--- src/rtl/lckc_pkg.sv ---
//------------------------------------------------------------------------------
// lckc_pkg
// Shared types, constants and lookup functions of the LED chaser key controller.
//------------------------------------------------------------------------------
`default_nettype none

package lckc_pkg;

	localparam int LED_COUNT   = 8;
	localparam int COUNT_LIMIT = 99;

	localparam int POS_W    = (LED_COUNT > 1) ? $clog2(LED_COUNT) : 1;
	localparam int CNT_W    = $clog2(COUNT_LIMIT + 1);
	localparam int LED_W    = 8;
	localparam int PERIOD_W = 10;
	localparam int KEYT_W   = 8;
	localparam int DIGIT_W  = 4;
	localparam int CFG_IDX_W = 3;
	localparam int CFG_DATA_W = 10;

	// reciprocal for divide by ten, exact for values up to 1028
	localparam int DIV10_MUL   = 205;
	localparam int DIV10_SHIFT = 11;
	localparam int DIV10_PW    = CNT_W + 8;

	localparam logic [DIGIT_W-1:0] CODE_C = 4'hC;
	localparam logic [DIGIT_W-1:0] CODE_A = 4'hA;
	localparam logic [DIGIT_W-1:0] CODE_0 = 4'h0;
	localparam logic [DIGIT_W-1:0] CODE_5 = 4'h5;

	localparam logic [1:0] SPEED_ONE   = 2'd1;
	localparam logic [1:0] SPEED_TWO   = 2'd2;
	localparam logic [1:0] SPEED_THREE = 2'd3;

	typedef enum logic [CFG_IDX_W-1:0] {
		REG_PERIOD_ONE   = 3'd0,
		REG_PERIOD_TWO   = 3'd1,
		REG_PERIOD_THREE = 3'd2,
		REG_STATUS_HOLD  = 3'd3,
		REG_DEBOUNCE     = 3'd4,
		REG_PRESS_STEP   = 3'd5,
		REG_LONG_STEPS   = 3'd6
	} cfg_reg_t;

	typedef enum logic [1:0] {
		PH_IDLE     = 2'd0,
		PH_DEBOUNCE = 2'd1,
		PH_PRESS    = 2'd2,
		PH_HELD     = 2'd3
	} key_phase_t;

	typedef struct packed {
		logic [PERIOD_W-1:0] period_one;
		logic [PERIOD_W-1:0] period_two;
		logic [PERIOD_W-1:0] period_three;
		logic [PERIOD_W-1:0] status_hold;
		logic [KEYT_W-1:0]   debounce;
		logic [KEYT_W-1:0]   press_step;
		logic [KEYT_W-1:0]   long_steps;
	} cfg_t;

	typedef struct packed {
		logic set_changing;
		logic short_release;
		logic long_release;
		logic show_speed;
	} key_act_t;

	typedef struct packed {
		logic [1:0]       speed_now;
		logic             running;
		logic [1:0]       digit_select;
		logic [7:0]       segments;
		logic [LED_W-1:0] led_bar_n;
	} result_t;

	function automatic logic [7:0] seg_pattern(input logic [DIGIT_W-1:0] d);
		logic [7:0] p;
		unique case (d)
			4'h0: p = 8'h3F;
			4'h1: p = 8'h06;
			4'h2: p = 8'h5B;
			4'h3: p = 8'h4F;
			4'h4: p = 8'h66;
			4'h5: p = 8'h6D;
			4'h6: p = 8'h7D;
			4'h7: p = 8'h07;
			4'h8: p = 8'h7F;
			4'h9: p = 8'h6F;
			4'hA: p = 8'h77;
			4'hB: p = 8'h7C;
			4'hC: p = 8'h39;
			4'hD: p = 8'h5E;
			4'hE: p = 8'h79;
			default: p = 8'h71;
		endcase
		return p;
	endfunction

	function automatic logic [2*DIGIT_W-1:0] to_bcd(input logic [CNT_W-1:0] v);
		logic [DIV10_PW-1:0] prod;
		logic [DIGIT_W-1:0]  tens;
		logic [CNT_W-1:0]    ones;
		prod = DIV10_PW'(v) * DIV10_PW'(DIV10_MUL);
		tens = DIGIT_W'(prod >> DIV10_SHIFT);
		ones = v - CNT_W'(tens) * CNT_W'(10);
		return {tens, ones[DIGIT_W-1:0]};
	endfunction

endpackage

`default_nettype wire

--- src/rtl/lckc_cfg_regs.sv ---
//------------------------------------------------------------------------------
// lckc_cfg_regs
// Write-only configuration registers with their reset values.
//------------------------------------------------------------------------------
`default_nettype none

module lckc_cfg_regs (
	input  wire                            clk,
	input  wire                            arst_n,
	input  wire                            cfg_we,
	input  wire [lckc_pkg::CFG_IDX_W-1:0]  cfg_index,
	input  wire [lckc_pkg::CFG_DATA_W-1:0] cfg_wdata,
	output lckc_pkg::cfg_t                 cfg
);
	import lckc_pkg::*;

	cfg_t cfg_q;

	always_ff @(posedge clk or negedge arst_n) begin
		if (!arst_n) begin
			cfg_q.period_one   <= PERIOD_W'(500);
			cfg_q.period_two   <= PERIOD_W'(300);
			cfg_q.period_three <= PERIOD_W'(150);
			cfg_q.status_hold  <= PERIOD_W'(500);
			cfg_q.debounce     <= KEYT_W'(20);
			cfg_q.press_step   <= KEYT_W'(10);
			cfg_q.long_steps   <= KEYT_W'(50);
		end else if (cfg_we) begin
			unique case (cfg_reg_t'(cfg_index))
				REG_PERIOD_ONE:   cfg_q.period_one   <= cfg_wdata[PERIOD_W-1:0];
				REG_PERIOD_TWO:   cfg_q.period_two   <= cfg_wdata[PERIOD_W-1:0];
				REG_PERIOD_THREE: cfg_q.period_three <= cfg_wdata[PERIOD_W-1:0];
				REG_STATUS_HOLD:  cfg_q.status_hold  <= cfg_wdata[PERIOD_W-1:0];
				REG_DEBOUNCE:     cfg_q.debounce     <= cfg_wdata[KEYT_W-1:0];
				REG_PRESS_STEP:   cfg_q.press_step   <= cfg_wdata[KEYT_W-1:0];
				REG_LONG_STEPS:   cfg_q.long_steps   <= cfg_wdata[KEYT_W-1:0];
				default: ;
			endcase
		end
	end

	assign cfg = cfg_q;

endmodule

`default_nettype wire

--- src/rtl/lckc_key_fsm.sv ---
//------------------------------------------------------------------------------
// lckc_key_fsm
// Key debounce and press-length classifier, one step per tick.
//------------------------------------------------------------------------------
`default_nettype none

module lckc_key_fsm (
	input  wire                 clk,
	input  wire                 arst_n,
	input  wire                 step_en,
	input  wire                 pressed,
	input  lckc_pkg::cfg_t      cfg,
	output lckc_pkg::key_act_t  act
);
	import lckc_pkg::*;

	key_phase_t        phase_q, phase_d;
	logic [KEYT_W-1:0] timer_q, timer_d;
	logic [KEYT_W-1:0] steps_q, steps_d;
	logic [KEYT_W-1:0] timer_inc, steps_inc;
	logic              deb_done, step_done;

	assign timer_inc = (timer_q == '1) ? timer_q : timer_q + KEYT_W'(1);
	assign steps_inc = (steps_q == '1) ? steps_q : steps_q + KEYT_W'(1);
	assign deb_done  = (timer_inc >= cfg.debounce);
	assign step_done = (timer_inc >= cfg.press_step);

	// next state
	always_comb begin
		phase_d = phase_q;
		timer_d = timer_q;
		steps_d = steps_q;
		unique case (phase_q)
			PH_IDLE: begin
				if (pressed) begin
					phase_d = PH_DEBOUNCE;
					timer_d = '0;
					steps_d = '0;
				end
			end
			PH_DEBOUNCE: begin
				timer_d = timer_inc;
				if (deb_done) begin
					timer_d = '0;
					phase_d = pressed ? PH_PRESS : PH_IDLE;
				end
			end
			PH_PRESS: begin
				timer_d = timer_inc;
				if (step_done) begin
					timer_d = '0;
					steps_d = steps_inc;
					if (!pressed) begin
						phase_d = PH_IDLE;
					end else if (steps_inc >= cfg.long_steps) begin
						phase_d = PH_HELD;
					end
				end
			end
			PH_HELD: begin
				if (!pressed) begin
					phase_d = PH_IDLE;
				end
			end
		endcase
	end

	// outputs
	always_comb begin
		act = '0;
		unique case (phase_q)
			PH_IDLE: ;
			PH_DEBOUNCE: begin
				act.set_changing = deb_done && pressed;
			end
			PH_PRESS: begin
				if (step_done) begin
					if (!pressed) begin
						act.short_release = (steps_inc < cfg.long_steps);
						act.long_release  = (steps_inc >= cfg.long_steps);
					end else begin
						act.show_speed = (steps_inc >= cfg.long_steps);
					end
				end
			end
			PH_HELD: begin
				act.long_release = !pressed;
				act.show_speed   = pressed;
			end
		endcase
	end

	always_ff @(posedge clk or negedge arst_n) begin
		if (!arst_n) begin
			phase_q <= PH_IDLE;
			timer_q <= '0;
			steps_q <= '0;
		end else if (step_en) begin
			phase_q <= phase_d;
			timer_q <= timer_d;
			steps_q <= steps_d;
		end
	end

	assert property (@(posedge clk) disable iff (!arst_n)
		$onehot0({act.short_release, act.long_release, act.show_speed, act.set_changing}))
		else $error("key actions overlap");

	assert property (@(posedge clk) disable iff (!arst_n)
		(step_en && phase_q == PH_IDLE && pressed) |=> (phase_q == PH_DEBOUNCE && timer_q == '0))
		else $error("press did not start debounce");

	assert property (@(posedge clk) disable iff (!arst_n)
		(step_en && act.show_speed) |=> (phase_q == PH_HELD))
		else $error("speed shown outside held phase");

endmodule

`default_nettype wire

--- src/rtl/lckc_core.sv ---
//------------------------------------------------------------------------------
// lckc_core
// Per-tick timer work: digit multiplexing, status hold, LED chaser, counter and key actions.
//------------------------------------------------------------------------------
`default_nettype none

module lckc_core (
	input  wire                 clk,
	input  wire                 arst_n,
	input  wire                 step_en,
	input  lckc_pkg::cfg_t      cfg,
	input  lckc_pkg::key_act_t  act,
	output lckc_pkg::result_t   res
);
	import lckc_pkg::*;

	logic                run_q, run_d;
	logic                status_q, status_d;
	logic [PERIOD_W-1:0] status_ticks_q, status_ticks_d;
	logic                changing_q, changing_d;
	logic [1:0]          speed_q, speed_d;
	logic [POS_W-1:0]    pos_q, pos_d;
	logic [CNT_W-1:0]    count_q, count_d;
	logic                first_q, first_d;
	logic [PERIOD_W-1:0] led_ticks_q, led_ticks_d;
	logic [DIGIT_W-1:0]  digit_q [2];
	logic [DIGIT_W-1:0]  digit_d [2];
	logic                cursor_q;
	logic [LED_W-1:0]    latch_q, latch_d;

	logic [PERIOD_W-1:0] st_inc, led_inc, period;
	logic                status_live, chase_en, fire, show;
	logic [DIGIT_W-1:0]  code_l, code_r;
	logic [2*DIGIT_W-1:0] bcd;

	always_comb begin
		unique case (speed_q)
			SPEED_TWO:   period = cfg.period_two;
			SPEED_THREE: period = cfg.period_three;
			default:     period = cfg.period_one;
		endcase
	end

	assign st_inc  = (status_ticks_q == '1) ? status_ticks_q : status_ticks_q + PERIOD_W'(1);
	assign led_inc = (led_ticks_q == '1) ? led_ticks_q : led_ticks_q + PERIOD_W'(1);

	always_comb begin
		// status hold timer
		status_live    = status_q;
		status_ticks_d = status_ticks_q;
		if (status_q) begin
			status_ticks_d = st_inc;
			if (st_inc >= cfg.status_hold) begin
				status_live = 1'b0;
			end
		end

		// chaser
		chase_en    = run_q && !status_live && !changing_q;
		fire        = chase_en && (led_inc >= period);
		led_ticks_d = led_ticks_q;
		pos_d       = pos_q;
		count_d     = count_q;
		first_d     = first_q;
		latch_d     = latch_q;
		if (chase_en) begin
			led_ticks_d = led_inc;
		end
		if (fire) begin
			led_ticks_d = '0;
			if (first_q) begin
				pos_d   = '0;
				count_d = CNT_W'(1);
				first_d = 1'b0;
			end else begin
				pos_d   = (pos_q == POS_W'(LED_COUNT - 1)) ? '0 : pos_q + POS_W'(1);
				count_d = (count_q == CNT_W'(COUNT_LIMIT)) ? '0 : count_q + CNT_W'(1);
			end
			latch_d = ~(LED_W'(1) << pos_d);
		end

		// key results
		run_d      = run_q;
		speed_d    = speed_q;
		changing_d = changing_q;
		if (act.set_changing) begin
			changing_d = 1'b1;
		end
		if (act.short_release) begin
			changing_d = 1'b0;
			run_d      = !run_q;
		end
		if (act.long_release) begin
			changing_d = 1'b0;
			run_d      = 1'b1;
			speed_d    = (speed_q == SPEED_THREE) ? SPEED_ONE : speed_q + 2'd1;
		end

		show   = act.short_release || act.long_release || act.show_speed;
		code_r = CODE_A;
		if (act.short_release) begin
			code_l = run_d ? CODE_C : CODE_0;
			code_r = run_d ? CODE_A : CODE_5;
		end else begin
			code_l = DIGIT_W'(speed_d);
		end

		status_d = show ? 1'b1 : status_live;
		if (show) begin
			status_ticks_d = '0;
		end

		// digits
		bcd        = to_bcd(count_d);
		digit_d[0] = digit_q[0];
		digit_d[1] = digit_q[1];
		if (!status_d && !changing_d) begin
			digit_d[0] = bcd[DIGIT_W-1:0];
			digit_d[1] = bcd[2*DIGIT_W-1:DIGIT_W];
		end else if (show) begin
			digit_d[0] = code_l;
			digit_d[1] = code_r;
		end
	end

	always_ff @(posedge clk or negedge arst_n) begin
		if (!arst_n) begin
			run_q          <= 1'b0;
			status_q       <= 1'b0;
			status_ticks_q <= '0;
			changing_q     <= 1'b0;
			speed_q        <= SPEED_TWO;
			pos_q          <= '0;
			count_q        <= '0;
			first_q        <= 1'b1;
			led_ticks_q    <= '0;
			digit_q[0]     <= '0;
			digit_q[1]     <= '0;
			cursor_q       <= 1'b0;
			latch_q        <= '1;
		end else if (step_en) begin
			run_q          <= run_d;
			status_q       <= status_d;
			status_ticks_q <= status_ticks_d;
			changing_q     <= changing_d;
			speed_q        <= speed_d;
			pos_q          <= pos_d;
			count_q        <= count_d;
			first_q        <= first_d;
			led_ticks_q    <= led_ticks_d;
			digit_q[0]     <= digit_d[0];
			digit_q[1]     <= digit_d[1];
			cursor_q       <= !cursor_q;
			latch_q        <= latch_d;
		end
	end

	always_comb begin
		res.led_bar_n    = latch_d;
		res.segments     = seg_pattern(digit_q[cursor_q]);
		res.digit_select = cursor_q ? 2'b10 : 2'b01;
		res.running      = run_d;
		res.speed_now    = speed_d;
	end

	assert property (@(posedge clk) disable iff (!arst_n)
		step_en |=> (cursor_q != $past(cursor_q)))
		else $error("digit cursor did not alternate");

	assert property (@(posedge clk) disable iff (!arst_n)
		(step_en && act.long_release) |=> (run_q && status_q && !changing_q))
		else $error("speed change did not start running with status");

	assert property (@(posedge clk) disable iff (!arst_n)
		!step_en |=> ($stable(latch_q) && $stable(count_q) && $stable(speed_q)))
		else $error("state moved without a tick");

	assert property (@(posedge clk) disable iff (!arst_n)
		(count_q <= CNT_W'(COUNT_LIMIT)) && (speed_q != 2'd0))
		else $error("counter or speed out of range");

endmodule

`default_nettype wire

--- src/rtl/led_chaser_key_controller_top.sv ---
//------------------------------------------------------------------------------
// led_chaser_key_controller_top
// LED chaser with single-key control and two-digit multiplexed display.
//------------------------------------------------------------------------------
// Each input transaction is one 1 ms tick carrying the sampled key level; each
// tick yields exactly one output transaction with the LED bar, the driven digit
// and the run/speed status. A tick is taken into an input register, processed
// in one pass of logic and captured in the output register when the output
// side can advance, and a new tick is accepted every cycle as long as the
// output side keeps up. Configuration writes take effect on the next tick
// processed.
`default_nettype none

module led_chaser_key_controller_top (
	input  wire                            clk,
	input  wire                            arst_n,
	input  wire                            s_axis_tvalid,
	output logic                           s_axis_tready,
	input  wire  [7:0]                     s_axis_tdata,  // [0] key_level
	output logic                           m_axis_tvalid,
	input  wire                            m_axis_tready,
	// [7:0] led_bar_n, [15:8] segments, [17:16] digit_select,
	// [18] running, [20:19] speed_now
	output logic [23:0]                    m_axis_tdata,
	input  wire                            cfg_we,
	input  wire  [lckc_pkg::CFG_IDX_W-1:0] cfg_index,
	input  wire  [lckc_pkg::CFG_DATA_W-1:0] cfg_wdata
);
	import lckc_pkg::*;

	cfg_t     cfg;
	key_act_t act;
	result_t  res;

	logic    valid_s1, key_s1;
	logic    valid_s2;
	result_t result_s2;
	logic    adv, step_en, in_acc;

	assign adv           = !valid_s2 || m_axis_tready;
	assign step_en       = valid_s1 && adv;
	assign s_axis_tready = !valid_s1 || adv;
	assign in_acc        = s_axis_tvalid && s_axis_tready;

	always_ff @(posedge clk or negedge arst_n) begin
		if (!arst_n) begin
			valid_s1 <= 1'b0;
			valid_s2 <= 1'b0;
		end else begin
			if (in_acc) begin
				valid_s1 <= 1'b1;
			end else if (step_en) begin
				valid_s1 <= 1'b0;
			end
			if (adv) begin
				valid_s2 <= valid_s1;
			end
		end
	end

	always_ff @(posedge clk) begin
		if (in_acc) begin
			key_s1 <= s_axis_tdata[0];
		end
		if (step_en) begin
			result_s2 <= res;
		end
	end

	lckc_cfg_regs u_cfg (
		.clk       (clk),
		.arst_n    (arst_n),
		.cfg_we    (cfg_we),
		.cfg_index (cfg_index),
		.cfg_wdata (cfg_wdata),
		.cfg       (cfg)
	);

	lckc_key_fsm u_key (
		.clk     (clk),
		.arst_n  (arst_n),
		.step_en (step_en),
		.pressed (!key_s1),
		.cfg     (cfg),
		.act     (act)
	);

	lckc_core u_core (
		.clk     (clk),
		.arst_n  (arst_n),
		.step_en (step_en),
		.cfg     (cfg),
		.act     (act),
		.res     (res)
	);

	assign m_axis_tvalid = valid_s2;
	assign m_axis_tdata  = {3'b000, result_s2};

endmodule

`default_nettype wire
--- config.mk ---
export PLATFORM = sky130hd
export DESIGN_NAME = led_chaser_key_controller_top
export DESIGN_NICKNAME = d
export VERILOG_FILES = /design/src/rtl/lckc_pkg.sv /design/src/rtl/lckc_cfg_regs.sv /design/src/rtl/lckc_key_fsm.sv /design/src/rtl/lckc_core.sv /design/src/rtl/led_chaser_key_controller_top.sv
export SDC_FILE = /design/constraint.sdc
export NUM_CORES = 1
export LEC_CHECK = 0
export ABC_AREA = 1
export BUFFER_PORTS_ARGS = -buffer_cell sky130_fd_sc_hd__buf_2
export CAP_MARGIN = 20
export CORE_MARGIN = 8
export CORE_UTILIZATION = 24
export CTS_CLUSTER_SIZE = 24
export DETAILED_ROUTE_END_ITERATION = 8
export PLACE_DENSITY = 0.48
export SETUP_SLACK_MARGIN = 0.4
export SLEW_MARGIN = 20
export SYNTH_ARGS = -nofsm -noshare
export SYNTH_HDL_FRONTEND = slang
export SYNTH_SLANG_ARGS = --single-unit
--- constraint.sdc ---
create_clock -name clk -period 20.5 [get_ports clk]
set_input_delay 0 -clock clk [delete_from_list [all_inputs] [get_ports clk]]
set_output_delay 0 -clock clk [all_outputs]
set_load 0.01 [all_outputs]
==> impl_metrics.py <==
metrics = {
    "cts": {
        "post_cts_buffers": 0,
        "cts_resized": 0,
        "cts_htree_levels": 4,
        "clk_pin_slew_ps": 70,
        "holdBufCountCts": 11,
        "cts.sinks": 158,
        "cts_made_buffers": 17,
        "cts_tree": "yes",
        "clk_latency_ps": 430,
        "cts_root_buffer": "clkbuf_16",
        "max-clock-path-buffers": 2,
    },
    "critical_path": {
        "startpoint_type": "register",
        "arrival_ps": 7930,
        "slowest_delay_ps": 510,
        "required_ps": 20870,
        "crit_type": "register to register",
        "cp_max_fo": 18,
        "crit_path_end_kind": "register",
        "cpMaxStageDelayCell": "nor3_2",
    },
    "route": {
        "post-route-drc-count": 0,
        "ant_nets": 0,
        "wl_per_cell_um": 12.7,
        "via_per_inst": 4.26,
        "wl_um": 22700,
        "drtPass1Iterations": 5,
        "first_iter_violations": 368,
        "vias": 7599,
    },
    "global_routing": {
        "grt_max_degree": 88,
        "grt_use_met3": 0.0181,
        "overflow": 0,
        "first_global_vias": 7510,
        "globalRouteMet1Util": 0.127,
        "top_usage_layer": "met2",
        "antenna_found_initial": 0,
        "grt_pass1_wl_um": 38000,
        "grt_use_total": 0.0985,
        "grtUsageMet2": 0.164,
    },
    "sta": {
        "setup_violations": 0,
        "hold_viol_final": 0,
        "slew_headroom": 0.415,
        "hold_ws_ps": 3.80,
        "worst_pin_slew_ps": 875,
        "fmax_mhz": 132,
        "fin_crit_ps": 7560,
        "finalSetupTns_ps": 0,
        "fin_crit_sh": 0.369,
        "slew_violations": 0,
        "rsz0062_at_grt": "false",
        "fin_worst_skew_ps": 10.9,
    },
    "flow_run": {
        "cap_viol_max_count": 0,
    },
    "yosys": {
        "synth_edf_count": 21,
        "yosysTopAreaCellShare": 0.255,
        "dominantRegCellSynth": "dfrtp_1",
        "yosys_warnings": 0,
        "synth.avg_cell_area_um2": 8.27,
        "syn_area_mm2": 0.00981,
        "yosysUniqueCellTypes": 51,
        "synth_area_leaders": "dfrtp_1 26%, ha_1 12%, dfstp_2 9.9%",
        "ys_ff_latch": 158,
        "synth_top_cell_by_area": "dfrtp_1",
        "syn_inst": 1187,
        "synth-seq-area-share": 0.418,
        "synthArstFlopShare": 0.867,
    },
    "cells_and_area": {
        "drive_above_1_share": 0.114,
        "n_antenna_cell": 0,
        "nNetsFinal": 1370,
        "n_fill_cell": 4350,
        "multi_input_area_mm2": 0.00478,
        "area_growth_pct": 15.6,
        "seq_area_mm2": 0.00411,
        "instances_no_fill": 1782,
    },
    "floorplanning": {
        "rows": 74,
        "io_pins": 52,
        "dieArea_mm2": 0.0476,
        "die_x_um": 218,
        "initial_utilization": 0.242,
        "dieHeight_um": 218,
        "core_area_mm2": 0.0406,
    },
    "place": {
        "hpwl_um": 16800,
        "placed_cells": 1739,
        "port_buffers": 40,
        "gp_congestion": 0.825,
    },
    "pwr": {
        "p_per_area_mw_per_mm2": 135,
        "leakagePower_uw": 0.00549,
        "ir_drop_mv": 0.0492,
    },
    "min_path": {
        "hold_path_class": "input pin to register",
    },
    "outcome": {
        "status": "complete, no violations",
    },
}
-- final cells by class --
type / count / share of cell area
Clock buffer: 23 / 0.0431
Timing Repair Buffer: 54 / 0.0299
Tap cell: 532 / 0.0587
Inverter: 219 / 0.0727
Clock inverter: 9 / 0.0128
Multi-Input combinational cell: 787 / 0.421
Sequential cell: 158 / 0.362
-- flip-flops by register name, indices dropped and copies added (netlist names), 2 cells and up --
signal / flops
u_core.status_ticks_q: 10
u_key.timer_q: 8
u_key.phase_q: 2
u_core.pos_q: 3
u_cfg.cfg: 64
u_core.led_ticks_q: 10
m_axis_tdata: 20
u_key.steps_q: 8
u_core.speed_q: 2
u_core.digit_q: 8
u_core.count_q: 7
u_core.latch_q: 8
-- metrics by stage --
stage	cell area, µm²	total power [µW]	util	setup slack (ps)
2_1_floorplan	9820	1010	-	14060
3_3_place_gp	10600	1190	0.261	12940
3_5_place_dp	10600	1200	0.261	12850
4_1_cts	11300	1560	0.280	12810
5_1_grt	11300	1700	0.280	12190
6_report	11300	1530	0.280	12940
-- cells by family (layout without fill, tap and decap cells) --
logic type	after synthesis	in the layout	synth area share
adder cells (fa/ha/maj)	107	107	0.143
XOR/XNOR	24	24	0.0214
buffers and inverters	245	305	0.0958
other	1	4	0.000382
AO/OA/AOI/OAI	242	242	0.139
flip-flops	158	158	0.418
AND/OR/NAND/NOR	410	410	0.182
-- Yosys cell counts (6+ instances only) --
| library cell | instances |
|---|---|
| nand4_1 | 12 |
| nand3_1 | 49 |
| edfxtp_1 | 21 |
| clkbuf_1 | 20 |
| fa_1 | 9 |
| a21oi_1 | 47 |
| o21ai_1 | 14 |
| nand2_1 | 231 |
| nand2_2 | 6 |
| nor2_2 | 6 |
| xor2_1 | 23 |
| dfstp_2 | 37 |
| o22ai_1 | 12 |
| nor3_1 | 21 |
| a22o_1 | 10 |
| nor2_1 | 64 |
| ha_1 | 98 |
| inv_1 | 213 |
| o21a_1 | 9 |
| dfrtp_1 | 100 |
| o21ai_0 | 125 |
-- worst paths after layout --
path | end | cells past startpoint | slack [ps] | start
hold / removal | u_cfg.cfg[3]$_DFFE_PN0P_ | 3 | 4 | cfg_wdata[3]
setup / recovery | u_core.digit_q[7]$_DFFE_PN0P_ | 42 | 12940 | u_core.led_ticks_q[0]$_DFFE_PN0P_
min in group asynchronous | u_cfg.cfg[50]$_DFFE_PN0P_ | 2 | 200 | arst_n
max in group asynchronous | u_core.digit_q[5]$_DFFE_PN0P_ | 3 | 19090 | arst_n
setup reg to reg | u_core.digit_q[7]$_DFFE_PN0P_ | 42 | 12940 | u_core.led_ticks_q[0]$_DFFE_PN0P_
hold reg to reg | u_core.pos_q[1]$_DFFE_PN0P_ | 2 | 480 | u_core.pos_q[1]$_DFFE_PN0P_
-- routing by layer --
metal	share of wire	vias to the layer above
met5	0	-
met4	0.019	0
met1	0.48	3535
li1	-	3971
met2	0.48	68
met3	0.028	25
-- where the power goes --
part,internal [µW],switching (µW),leakage (µW)
registers,426,50.8,0.00188
clock network,208,136,0.000310
logic,259,452,0.00331
-- cells in the final DEF, fill, tap and decap left out, types with 4 or more instances in the layout --
cell type,Yosys,routed
o22ai_1,12,12
nor2_2,6,6
o21ai_1,14,14
o21a_1,9,9
nor2_1,64,64
clkbuf_16,0,18
dfrtp_1,100,100
nand2_1,231,231
nand3_1,49,49
nand2_2,6,6
edfxtp_1,21,21
a31oi_1,5,5
nor3_1,21,21
fa_1,9,9
dlygate4sd3_1,0,11
buf_2,2,39
inv_1,213,213
xor2_1,23,23
inv_2,5,5
or2_2,5,5
o21ai_0,125,125
ha_1,98,98
a21oi_1,47,47
nand4_1,12,12
conb_1,1,4
a22o_1,10,10
dfstp_2,37,37
-- worst max-delay path, delay by kind of cell, from the launching register on --
family | cells | cell delay (ps)
AO/OA/AOI/OAI | 4 | 710
buffers and inverters | 7 | 450
flip-flops | 1 | 430
adder cells (fa/ha/maj) | 9 | 2600
XOR/XNOR | 1 | 260
AND/OR/NAND/NOR | 21 | 3020
Power figures use the tool's default switching activity.
